<file path="config.mk">
export PLATFORM = sky130hd
export DESIGN_NAME = positional_pid_integral_separation
export DESIGN_NICKNAME = d
export VERILOG_FILES = /design/src/ppis_pkg.sv /design/src/ppis_front.sv /design/src/ppis_queue.sv /design/src/ppis_back.sv /design/src/positional_pid_integral_separation.sv
export SDC_FILE = /design/constraint.sdc
export NUM_CORES = 2
export LEC_CHECK = 0
export BUFFER_PORTS_ARGS = -buffer_cell sky130_fd_sc_hd__buf_2
export CORE_MARGIN = 10
export CORE_UTILIZATION = 50
export DETAILED_ROUTE_END_ITERATION = 8
export GPL_TIMING_DRIVEN = 0
export PLACE_DENSITY = 0.64
export SLEW_MARGIN = 5
export SYNTH_ARGS = -nofsm -noshare
export SYNTH_HDL_FRONTEND = slang
export SYNTH_SLANG_ARGS = --single-unit
</file>
<file path="constraint.sdc">
create_clock -name clk -period 6.9 [get_ports clk]
set_clock_uncertainty 0.05 [all_clocks]
set_input_delay 0.69 -clock clk [delete_from_list [all_inputs] [get_ports clk]]
set_output_delay 0.69 -clock clk [all_outputs]
set_load 0.03 [all_outputs]
</file>
<file path="src/ppis_pkg.sv">
package ppis_pkg;

    // field widths
    localparam int unsigned GainW    = 16;
    localparam int unsigned SampleW  = 16;
    localparam int unsigned ErrorW   = 17;
    localparam int unsigned DerivW   = 17;
    localparam int unsigned IntegW   = 24;
    localparam int unsigned BoundW   = 23;
    localparam int unsigned ThreshW  = 17;
    localparam int unsigned DriveW   = 32;
    localparam int unsigned CfgIdxW  = 3;
    localparam int unsigned CfgDataW = 23;

    // product and sum widths
    localparam int unsigned ProdPW = GainW + ErrorW;
    localparam int unsigned ProdIW = GainW + IntegW;
    localparam int unsigned ProdDW = GainW + DerivW;
    localparam int unsigned SumW   = ProdIW + 1;

    // default depth of the queue between front and back
    localparam int unsigned QueueDepthDef = 4;

    // register indexes
    localparam logic [CfgIdxW-1:0] RegGainP     = 3'd0;
    localparam logic [CfgIdxW-1:0] RegGainI     = 3'd1;
    localparam logic [CfgIdxW-1:0] RegGainD     = 3'd2;
    localparam logic [CfgIdxW-1:0] RegSetpoint  = 3'd3;
    localparam logic [CfgIdxW-1:0] RegIntBound  = 3'd4;
    localparam logic [CfgIdxW-1:0] RegSepThresh = 3'd5;

    localparam logic [ThreshW-1:0] SepThreshReset = 17'h1FFFF;

    // configuration as seen by the front and back
    typedef struct packed {
        logic signed [GainW-1:0]   gain_p;
        logic signed [GainW-1:0]   gain_i;
        logic signed [GainW-1:0]   gain_d;
        logic signed [SampleW-1:0] setpoint;
        logic [BoundW-1:0]         integral_bound;
        logic [ThreshW-1:0]        separation_threshold;
    } ppis_cfg_t;

    // one word handed from front to back
    typedef struct packed {
        logic signed [ErrorW-1:0] error;
        logic signed [IntegW-1:0] integ;
        logic signed [DerivW-1:0] deriv;
    } ppis_work_t;

endpackage

</file>
<file path="src/ppis_front.sv">
module ppis_front (
    input  logic                                 clk,
    input  logic                                 rst_n,
    input  ppis_pkg::ppis_cfg_t                  cfg,
    input  logic                                 in_valid,
    output logic                                 in_ready,
    input  logic signed [ppis_pkg::SampleW-1:0]  measured,
    input  logic signed [ppis_pkg::DerivW-1:0]   derivative,
    output logic                                 push,
    input  logic                                 push_ready,
    output ppis_pkg::ppis_work_t                 push_word
);
    import ppis_pkg::*;

    localparam int unsigned AccW = IntegW + 1;
    localparam int unsigned MagW = ErrorW + 1;

    logic signed [IntegW-1:0] integ_reg;
    logic signed [IntegW-1:0] integ_next;
    logic signed [ErrorW-1:0] prev_err_reg;

    logic signed [ErrorW-1:0] err;
    logic signed [AccW-1:0]   acc;
    logic signed [AccW-1:0]   bound_pos;
    logic signed [AccW-1:0]   bound_neg;
    logic signed [AccW-1:0]   clamped;
    logic signed [MagW-1:0]   err_wide;
    logic [MagW-1:0]          err_mag;
    logic                     separate;

    // word is taken whenever the queue has room
    assign in_ready = push_ready;
    assign push     = in_valid && push_ready;

    // error against the target
    assign err = ErrorW'({cfg.setpoint[SampleW-1], cfg.setpoint})
               - ErrorW'({measured[SampleW-1], measured});

    // previous error folded into the integral, then clamped
    assign acc       = AccW'(integ_reg) + AccW'(prev_err_reg);
    assign bound_pos = AccW'({1'b0, cfg.integral_bound});
    assign bound_neg = -bound_pos;

    always_comb
    begin
        if (acc > bound_pos)
        begin
            clamped = bound_pos;
        end
        else if (acc < bound_neg)
        begin
            clamped = bound_neg;
        end
        else
        begin
            clamped = acc;
        end
    end

    // integral separation on error magnitude
    assign err_wide = MagW'(err);
    assign err_mag  = err[ErrorW-1] ? MagW'(-err_wide) : MagW'(err_wide);
    assign separate = err_mag > {1'b0, cfg.separation_threshold};

    assign integ_next = separate ? '0 : clamped[IntegW-1:0];

    // word for the back end
    assign push_word.error = err;
    assign push_word.integ = integ_next;
    assign push_word.deriv = derivative;

    // loop state
    always_ff @(posedge clk or negedge rst_n)
    begin
        if (!rst_n)
        begin
            integ_reg    <= '0;
            prev_err_reg <= '0;
        end
        else if (push)
        begin
            integ_reg    <= integ_next;
            prev_err_reg <= err;
        end
    end

endmodule

</file>
<file path="src/ppis_queue.sv">
module ppis_queue #(
    parameter int unsigned DEPTH = ppis_pkg::QueueDepthDef
) (
    input  logic                 clk,
    input  logic                 rst_n,
    input  logic                 push,
    output logic                 push_ready,
    input  ppis_pkg::ppis_work_t push_word,
    output logic                 pop_valid,
    input  logic                 pop,
    output ppis_pkg::ppis_work_t pop_word
);
    import ppis_pkg::*;

    localparam int unsigned PtrW = (DEPTH > 1) ? $clog2(DEPTH) : 1;
    localparam int unsigned CntW = $clog2(DEPTH + 1);
    localparam logic [PtrW-1:0] LastPtr = PtrW'(DEPTH - 1);
    localparam logic [CntW-1:0] FullCnt = CntW'(DEPTH);

    ppis_work_t          mem [DEPTH];
    logic [PtrW-1:0]     wr_ptr_reg;
    logic [PtrW-1:0]     rd_ptr_reg;
    logic [CntW-1:0]     count_reg;
    logic [CntW-1:0]     count_next;

    assign push_ready = count_reg != FullCnt;
    assign pop_valid  = count_reg != '0;
    assign pop_word   = mem[rd_ptr_reg];

    // storage
    always_ff @(posedge clk)
    begin
        if (push)
        begin
            mem[wr_ptr_reg] <= push_word;
        end
    end

    // occupancy
    always_comb
    begin
        count_next = count_reg;
        if (push && !pop)
        begin
            count_next = count_reg + 1'b1;
        end
        else if (!push && pop)
        begin
            count_next = count_reg - 1'b1;
        end
    end

    // pointers
    always_ff @(posedge clk or negedge rst_n)
    begin
        if (!rst_n)
        begin
            wr_ptr_reg <= '0;
            rd_ptr_reg <= '0;
            count_reg  <= '0;
        end
        else
        begin
            count_reg <= count_next;
            if (push)
            begin
                wr_ptr_reg <= (wr_ptr_reg == LastPtr) ? '0 : wr_ptr_reg + 1'b1;
            end
            if (pop)
            begin
                rd_ptr_reg <= (rd_ptr_reg == LastPtr) ? '0 : rd_ptr_reg + 1'b1;
            end
        end
    end

    // checks
    a_count_bound: assert property (@(posedge clk) disable iff (!rst_n)
        count_reg <= FullCnt)
        else $error("queue count above depth");

    a_no_overflow: assert property (@(posedge clk) disable iff (!rst_n)
        push |-> count_reg != FullCnt)
        else $error("push into full queue");

    a_no_underflow: assert property (@(posedge clk) disable iff (!rst_n)
        pop |-> count_reg != '0)
        else $error("pop from empty queue");

    a_count_track: assert property (@(posedge clk) disable iff (!rst_n)
        (push && !pop) |=> count_reg == $past(count_reg) + 1'b1)
        else $error("count did not follow push");

endmodule

</file>
<file path="src/ppis_back.sv">
module ppis_back (
    input  logic                                clk,
    input  logic                                rst_n,
    input  ppis_pkg::ppis_cfg_t                 cfg,
    input  logic                                pop_valid,
    output logic                                pop,
    input  ppis_pkg::ppis_work_t                pop_word,
    output logic                                out_valid,
    input  logic                                out_ready,
    output logic signed [ppis_pkg::DriveW-1:0]  drive
);
    import ppis_pkg::*;

    localparam int unsigned ShW = SumW - 8;
    localparam logic signed [DriveW-1:0] DriveMax = {1'b0, {(DriveW-1){1'b1}}};
    localparam logic signed [DriveW-1:0] DriveMin = {1'b1, {(DriveW-1){1'b0}}};

    logic                     prod_vld_reg;
    logic signed [ProdPW-1:0] prod_p_reg;
    logic signed [ProdIW-1:0] prod_i_reg;
    logic signed [ProdDW-1:0] prod_d_reg;
    logic                     out_vld_reg;
    logic signed [DriveW-1:0] drive_reg;
    logic signed [DriveW-1:0] drive_next;

    logic                     out_take;
    logic                     prod_take;
    logic signed [SumW-1:0]   sum;
    logic signed [ShW-1:0]    sh;

    // stage enables: each stage moves when the one after it has room
    assign out_take  = !out_vld_reg || out_ready;
    assign prod_take = !prod_vld_reg || out_take;
    assign pop       = pop_valid && prod_take;

    // three products, registered
    always_ff @(posedge clk)
    begin
        if (pop)
        begin
            prod_p_reg <= pop_word.error * cfg.gain_p;
            prod_i_reg <= pop_word.integ * cfg.gain_i;
            prod_d_reg <= pop_word.deriv * cfg.gain_d;
        end
    end

    // sum, floor shift by 8, saturate
    assign sum = SumW'(prod_p_reg) + SumW'(prod_i_reg) + SumW'(prod_d_reg);
    assign sh  = sum[SumW-1:8];

    always_comb
    begin
        if (sh[ShW-1] && !sh[DriveW-1] && (sh[ShW-1:DriveW-1] != '1))
        begin
            drive_next = DriveMin;
        end
        else if (!sh[ShW-1] && (sh[ShW-1:DriveW-1] != '0))
        begin
            drive_next = DriveMax;
        end
        else
        begin
            drive_next = sh[DriveW-1:0];
        end
    end

    always_ff @(posedge clk)
    begin
        if (out_take && prod_vld_reg)
        begin
            drive_reg <= drive_next;
        end
    end

    // stage valids
    always_ff @(posedge clk or negedge rst_n)
    begin
        if (!rst_n)
        begin
            prod_vld_reg <= 1'b0;
            out_vld_reg  <= 1'b0;
        end
        else
        begin
            if (prod_take)
            begin
                prod_vld_reg <= pop;
            end
            if (out_take)
            begin
                out_vld_reg <= prod_vld_reg;
            end
        end
    end

    assign out_valid = out_vld_reg;
    assign drive     = drive_reg;

endmodule

</file>
<file path="src/positional_pid_integral_separation.sv">
// channel   | valid / ready         | payload
// ----------+-----------------------+------------------------------
// input     | in_valid / in_ready   | measured (s16), derivative (s17)
// output    | out_valid / out_ready | drive (s32)
// config    | cfg_wen (no ready)    | cfg_index (3), cfg_wdata (23)
//
// one word per cycle sustained while out_ready stays high; the integral add and
// clamp in the front is combinational and is registered on each accepted word
// from input accept to out_valid a word passes the queue write at the accept
// edge, then the product registers, then the drive register after the sum
// reset clears loop state, queue and stage valids; registers take defaults
// the front stalls only when the queue (QUEUE_DEPTH words) is full, the back
// holds its two stages while out_ready is low
module positional_pid_integral_separation #(
    parameter int unsigned QUEUE_DEPTH = ppis_pkg::QueueDepthDef
) (
    input  logic                                 clk,
    input  logic                                 rst_n,
    input  logic                                 cfg_wen,
    input  logic [ppis_pkg::CfgIdxW-1:0]         cfg_index,
    input  logic [ppis_pkg::CfgDataW-1:0]        cfg_wdata,
    input  logic                                 in_valid,
    output logic                                 in_ready,
    input  logic signed [ppis_pkg::SampleW-1:0]  measured,
    input  logic signed [ppis_pkg::DerivW-1:0]   derivative,
    output logic                                 out_valid,
    input  logic                                 out_ready,
    output logic signed [ppis_pkg::DriveW-1:0]   drive
);
    import ppis_pkg::*;

    ppis_cfg_t  cfg_reg;
    logic       push;
    logic       push_ready;
    ppis_work_t push_word;
    logic       pop;
    logic       pop_valid;
    ppis_work_t pop_word;

    // configuration registers
    always_ff @(posedge clk or negedge rst_n)
    begin
        if (!rst_n)
        begin
            cfg_reg.gain_p               <= '0;
            cfg_reg.gain_i               <= '0;
            cfg_reg.gain_d               <= '0;
            cfg_reg.setpoint             <= '0;
            cfg_reg.integral_bound       <= '0;
            cfg_reg.separation_threshold <= SepThreshReset;
        end
        else if (cfg_wen)
        begin
            case (cfg_index)
                RegGainP:     cfg_reg.gain_p               <= cfg_wdata[GainW-1:0];
                RegGainI:     cfg_reg.gain_i               <= cfg_wdata[GainW-1:0];
                RegGainD:     cfg_reg.gain_d               <= cfg_wdata[GainW-1:0];
                RegSetpoint:  cfg_reg.setpoint             <= cfg_wdata[SampleW-1:0];
                RegIntBound:  cfg_reg.integral_bound       <= cfg_wdata[BoundW-1:0];
                RegSepThresh: cfg_reg.separation_threshold <= cfg_wdata[ThreshW-1:0];
                default:      ;
            endcase
        end
    end

    // error and integral update
    ppis_front u_front (
        .clk        (clk),
        .rst_n      (rst_n),
        .cfg        (cfg_reg),
        .in_valid   (in_valid),
        .in_ready   (in_ready),
        .measured   (measured),
        .derivative (derivative),
        .push       (push),
        .push_ready (push_ready),
        .push_word  (push_word)
    );

    // decoupling queue
    ppis_queue #(
        .DEPTH (QUEUE_DEPTH)
    ) u_queue (
        .clk        (clk),
        .rst_n      (rst_n),
        .push       (push),
        .push_ready (push_ready),
        .push_word  (push_word),
        .pop_valid  (pop_valid),
        .pop        (pop),
        .pop_word   (pop_word)
    );

    // gains, sum and saturation
    ppis_back u_back (
        .clk       (clk),
        .rst_n     (rst_n),
        .cfg       (cfg_reg),
        .pop_valid (pop_valid),
        .pop       (pop),
        .pop_word  (pop_word),
        .out_valid (out_valid),
        .out_ready (out_ready),
        .drive     (drive)
    );

endmodule

</file>
* Word-level counts from Yosys, hierarchy flattened *
Memory sizes are Yosys's and may differ from the RTL's.
Cells that the tools add are included.

word-level totals
  bits in writable memories = 232
  word-level logic and storage cells = 80
  flip-flop bits (word level) = 292
  output and inout bits = 34
  memories kept = 1

memories
  memory       words  bits a word  read ports  clocked after Yosys merged registers in  write ports  line              text
  u_queue.mem  4      58           1           0                                        1            ppis_queue.sv:20  ppis_work_t mem [DEPTH];

operators by class
  add/subtract/negate cells = 10
  equal/unequal tests = 9
  multipliers = 3
  muxes and demuxes = 11
  magnitude comparators = 3
  reduce and logical (&&, ||, !) cells = 26

operators with widths
  cell                   number
  $mux W24               3
  $mul A17 B16 Y33       2
  $add A33 B40 Y41       1
  $add A41 B33 Y41       1
  $mul A24 B16 Y40       1
  $mux W32               1
  $add A24 B17 Y25       1
  $gt A25 B24 Y1         1
  $lt A25 B25 Y1         1
  $neg A23 Y25           1
  $gt A18 B17 Y1         1
  $mux W18               1
  $neg A17 Y18           1
  $sub A16 B16 Y17       1
  $reduce_and A2 Y1      6
  $logic_and A1 B1 Y1    8
  $eq A3 B2 Y1 const B   2
  $eq A3 B3 Y1 const B   2
  $logic_not A1 Y1       6
  $mux W3                2
  $add A2 B1 Y2 const B  2
  $eq A2 B2 Y1 const B   2
  $mux W2                2
  $reduce_bool A2 Y1     2
  9 further kinds        11

* Depth between registers and ports, before layout *
  word-level depth = 7
  depth in mapped cells = 29

* Modules after synthesis *
From an unflattened synthesis, not the netlist that was laid out.

unflattened totals
  cell total of the unflattened synthesis = 5,792
  area, all modules = 61,053.6 um^2

modules (own cells, without submodules)
  module                              area an instance (um^2)  times used  cells an instance  sequential area each (um^2)
  ppis_back                           41,327.1                 1           4,297              4,194.0
  ppis_queue                          8,857.2                  1           342                7,141.8
  ppis_front                          6,880.3                  1           928                1,026.0
  positional_pid_integral_separation  3,988.8                  1           225                2,623.8

* Worst setup path after synthesis *
No wires, ideal clock.

  path type = register -> register
  start = register u_queue.rd_ptr_reg[0]
  end = register u_back.prod_p_reg[32] (data pin)
  library setup time = 0.260 ns
  cell stages (with the launch flop) = 25
  arrival = 7.339 ns
  data required time = 6.590 ns
  period minus slack after synthesis = 7.649 ns
  path buffers = 3
  slack = -0.749 ns
  cells stage by stage = dfrtp_1 -> clkbuf_1 -> buf_1 -> mux4_2 -> clkbuf_1 -> nand2_1 -> inv_1 -> fa_1 -> fa_1 -> inv_1 -> fa_1 -> fa_1 -> inv_1 -> fa_1 -> fa_1 -> ha_1 -> nand3_1 -> or2_2 -> or3_1 -> o211ai_1 -> a21oi_1 -> o21ai_0 -> a211o_1 -> a21oi_1 -> xnor2_1

between the ends
  longest elaborated chain between the ends = 2

ends and longest elaborated chain
  what                    line              text
  start, declared         ppis_queue.sv:22  logic [PtrW-1:0] rd_ptr_reg;
  start signal, assigned  ppis_queue.sv:71  rd_ptr_reg <= (rd_ptr_reg == LastPtr) ? '0 : rd_ptr_reg + 1'b1;
  $mem_v2 Z4 W58          n/a
  $mul A17 B16 Y33        ppis_back.sv:41   prod_p_reg <= pop_word.error * cfg.gain_p;
  end signal, assigned    ppis_back.sv:41
  end, declared           ppis_back.sv:19   logic signed [ProdPW-1:0] prod_p_reg;

Every way passes these cells.
A chain may end at the register's enable or synchronous reset.

* Worst setup path after layout *
  start = register u_queue.rd_ptr_reg[0]
  end = register u_back.prod_i_reg[38] (data pin)

between the ends
  longest elaborated chain between the ends = 2

ends and longest elaborated chain
  what                  line             text
  $mem_v2 Z4 W58        n/a
  $mul A24 B16 Y40      ppis_back.sv:42  prod_i_reg <= pop_word.integ * cfg.gain_i;
  end signal, assigned  ppis_back.sv:42
  end, declared         ppis_back.sv:20  logic signed [ProdIW-1:0] prod_i_reg;

Every way passes these cells.

==> results.md <==
- Syn_nets: 7158
- TritonCTS Sinks: about 520
- Routability cong.: 0.9505
- Synth warnings: 0
- Num CTS Buffers: 59
- Fillcell total: 10130
- Reg-to-Reg End: u_back.prod_i_reg[38]
- Sequential area share after synthesis: 25.00%
- Placed instance count: about 7400
- Setup ws final: -0.7790 ns
- Fmax: 0.1302 GHz
- First-pass GRT wire length: around 260000 um
- Gr usage total: 25.38%
- CP required: 7.24 ns
- WL final: approximately 170000 um
- Fin. Hold Viols: 0
- Layout Cells excl Fill: 7709
- Root buffer cell: clkbuf_16
- Clock slew at reported path FFs: ~0.06 ns
- Avg Cell Area, Syn: 10.50 sq um
- Least-Margin Pin Slew: 1.185 ns
- EDFF count, synth: 370
- Worst-path fanout max: 5
- Die ar.: 134200 sq um
- Failing checks: setup timing
- Rel. slew slack: 20.43%
- Tightest Hold Check Type: input pin to flop
- Residual DRC count: 0
- DR iter-0 viols: 3291
- IO buf count: 95
- Commonest non-fill, non-tap cell in the layout: inv_1
- Antenna violations before repair: 10
- Worst Reg2Reg Path Length in Cells: 26
- Max incr delay on CP: 0.60 ns
- Layout Cell Area excl Fill: 68870 sq um
- Syn Inst Count: ~5700
- Worst Setup SP: u_queue.rd_ptr_reg[0]
- Largest net degree at the start of global routing: 95
- Synth Flop Type: edfxtp_1
- Synth Register Bits: 524
- DIE HEIGHT: 366.3 um
- Max-cap violations: 0
- Number of global-route vias before repair: 44300
- Most used cell, CP: fa_1
- Unrepaired setup endpoints after global routing: yes
- Layout cell share with drive strength beyond 1: 15.51%
- Status: finished with violations
- Slew Limit Fails: 0
- Buf/Inv on CP: 7
- CTS tree: yes
- Routed length per instance: 22.18 um
- Clk_lat worst skew: 0.70 ns
- Finished Core Util: 58.09%
- Critical path's slowest cell: mux4_2
- Final HPWL DP: 133200 um
- Post-DRT Antenna Nets: 0
- Drt first pass iters: 5
- # IOs: 98
- Tcrit/Tclk final: 111.3%
- CP startpoint kind: flop
- R2r startpoint: u_queue.rd_ptr_reg[0]
- Layout area overhead: 14.87%
- Initial core utilization: 50.57%
- Endpoints failing setup: 44
- R2R Setup Slk: -0.78 ns
- Clock period minus worst slack: 7.679 ns
- Congestion Overflow GR: 0
- WP depth: 26
- H-tree levels: 2
- Max FFs per register: 232
- Most frequent cells in the layout: inv_1, fa_1, nand2_1
- Row count: 126
- Crit path DAT: ~8 ns
- Cell Area, Synth: around 60000 sq um
- Crit Path Category: flop to flop
- Core Area: 118600 sq um
- Setup crit end: u_back.prod_i_reg[38]
- DP Area: approximately 63000 sq um
- Fraction of registers with async set or reset after synthesis: 29.39%
- Max Buffers Root-to-Sink: 3
- Die width: roughly 370 um
- Synth cell types: 91
- Worst Setup End Kind: flop
- Final nets: roughly 7500
- Via-per-instance ratio: 5.476
- Via Count: 42210
- Top delay family on crit path: adder cells
## cell usage after synthesis, types with 5 or more instances
cell      number  area, sq um
a211o_1       11        96.34
a211oi_1       9        67.56
a21o_1       108        810.8
a21oi_1      181        905.9
a31oi_1       18        112.6
a32o_1         7        70.07
and2_1       358         2240
and3_1        29        181.4
and4_1        11        96.34
buf_1         16        60.06
buf_2          5        25.02
clkbuf_1     170        638.1
dfrtp_1      137         3428
dfstp_2       17        446.7
edfxtp_1     370        11110
fa_1         968        19380
ha_1         417         5218
inv_1       1165         4373
mux2_2        85        957.2
mux2i_1       15        150.1
mux4_2        58         1306
nand2_1      705         2646
nand2b_1      41        256.5
nand3_1       34        170.2
nand4_1       22        137.6
nand4b_1       5        43.79
nor2_1       144        540.5
nor2b_1       17        106.4
nor3_1        36        180.2
nor4_1         7        43.79
o211a_1        7        70.07
o211ai_1      12        90.09
o21a_1        25        187.7
o21ai_0      138        690.7
o21bai_1      25        187.7
o31ai_1       13        97.59
or2_2          6        37.54
or3_1         13        81.33
or4_1          5        37.54
xnor2_1      143         1252
xor2_1        72        630.6
## routing by layer
metal | up-vias | global-route usage [%] | share of wire [%]
met5 | - | 0 | 0.024
met4 | 6 | 7.754 | 3.6
met3 | 286 | 5.140 | 8.2
met2 | 1556 | 40.64 | 47
met1 | 21630 | 34.74 | 42
li1 | 18740 | - | -
## how the worst min path moves through the flow
stage,depth (start not counted),to,slack [ns],start
finish,3,cfg_reg[34],0.15,cfg_wdata[17]
detailed placement,1,u_queue.count_reg[2],0.43,u_queue.count_reg[2]
global route,1,u_queue.mem[2][6],0.15,derivative[6]
floorplan,0,cfg_reg[100],0.34,rst_n
global placement,2,u_front.integ_reg[7],0.42,u_front.integ_reg[7]
CTS,3,cfg_reg[34],0.12,cfg_wdata[17]
## worst register-to-register path: stages, from the launching register on
cell,delay (ns)
dfrtp_1,0.40
clkbuf_16,0.20
buf_12,0.15
mux4_2,0.60
buf_6,0.17
buf_12,0.12
and2_4,0.15
fa_1,0.49
inv_2,0.04
fa_1,0.53
fa_1,0.45
fa_1,0.53
inv_2,0.04
fa_1,0.54
fa_1,0.47
ha_4,0.29
nand4_1,0.12
nor2_2,0.06
a211o_1,0.29
o21a_4,0.27
o211a_1,0.24
a311oi_4,0.21
buf_6,0.17
a41oi_4,0.13
a211o_1,0.34
a21oi_2,0.18
xnor2_2,0.13
## cell families (layout without fill, tap and decap cells)
group | Yosys count | in the layout | share of synthesized area (%)
AND/OR/NAND/NOR | 1452 | 1452 | 11.67
XOR/XNOR | 216 | 216 | 3.168
AO/OA/AOI/OAI | 614 | 614 | 6.543
adder cells (fa/ha/maj) | 1385 | 1385 | 41.03
buffers and inverters | 1359 | 1756 | 8.544
flip-flops | 524 | 524 | 25.00
other | 0 | 3 | 0
multiplexers | 159 | 159 | 4.051
## repair_timing
item,in CTS,in global routing
buffers inserted,64,113
hold buffers,1,0
cloned,4,2
setup endpoints to repair,68,151
hold endpoints to repair,60,0
resized for setup,300,291
pin swaps,46,132
## area by class of cell
type | count | area, sq um | share of cell area (%)
Multi-Input combinational cell | 3826 | 41690 | 60.53
Sequential cell | 524 | 14990 | 21.76
Inverter | 1165 | 4378 | 6.357
Timing Repair Buffer | 287 | 2347 | 3.408
Tap cell | 1600 | 2002 | 2.907
Clock buffer | 67 | 1546 | 2.246
Buffer | 192 | 1282 | 1.862
Clock inverter | 45 | 628.1 | 0.9121
Antenna cell | 3 | 7.507 | 0.01090
## through the flow
stage          setup TNS, ns  hold WS, ns  worst slack (ns)
2_1_floorplan       -0.04891       0.3444          -0.04891
3_3_place_gp          -78.09       0.4212            -2.197
3_5_place_dp          -87.08       0.4291            -2.240
4_1_cts               -12.02       0.1245           -0.7029
5_1_grt               -22.73       0.1519           -0.9105
6_report              -13.84       0.1531           -0.7790
Power is not shown: default switching activity piles up to over one toggle a cycle in this logic, so the estimate is an artifact.
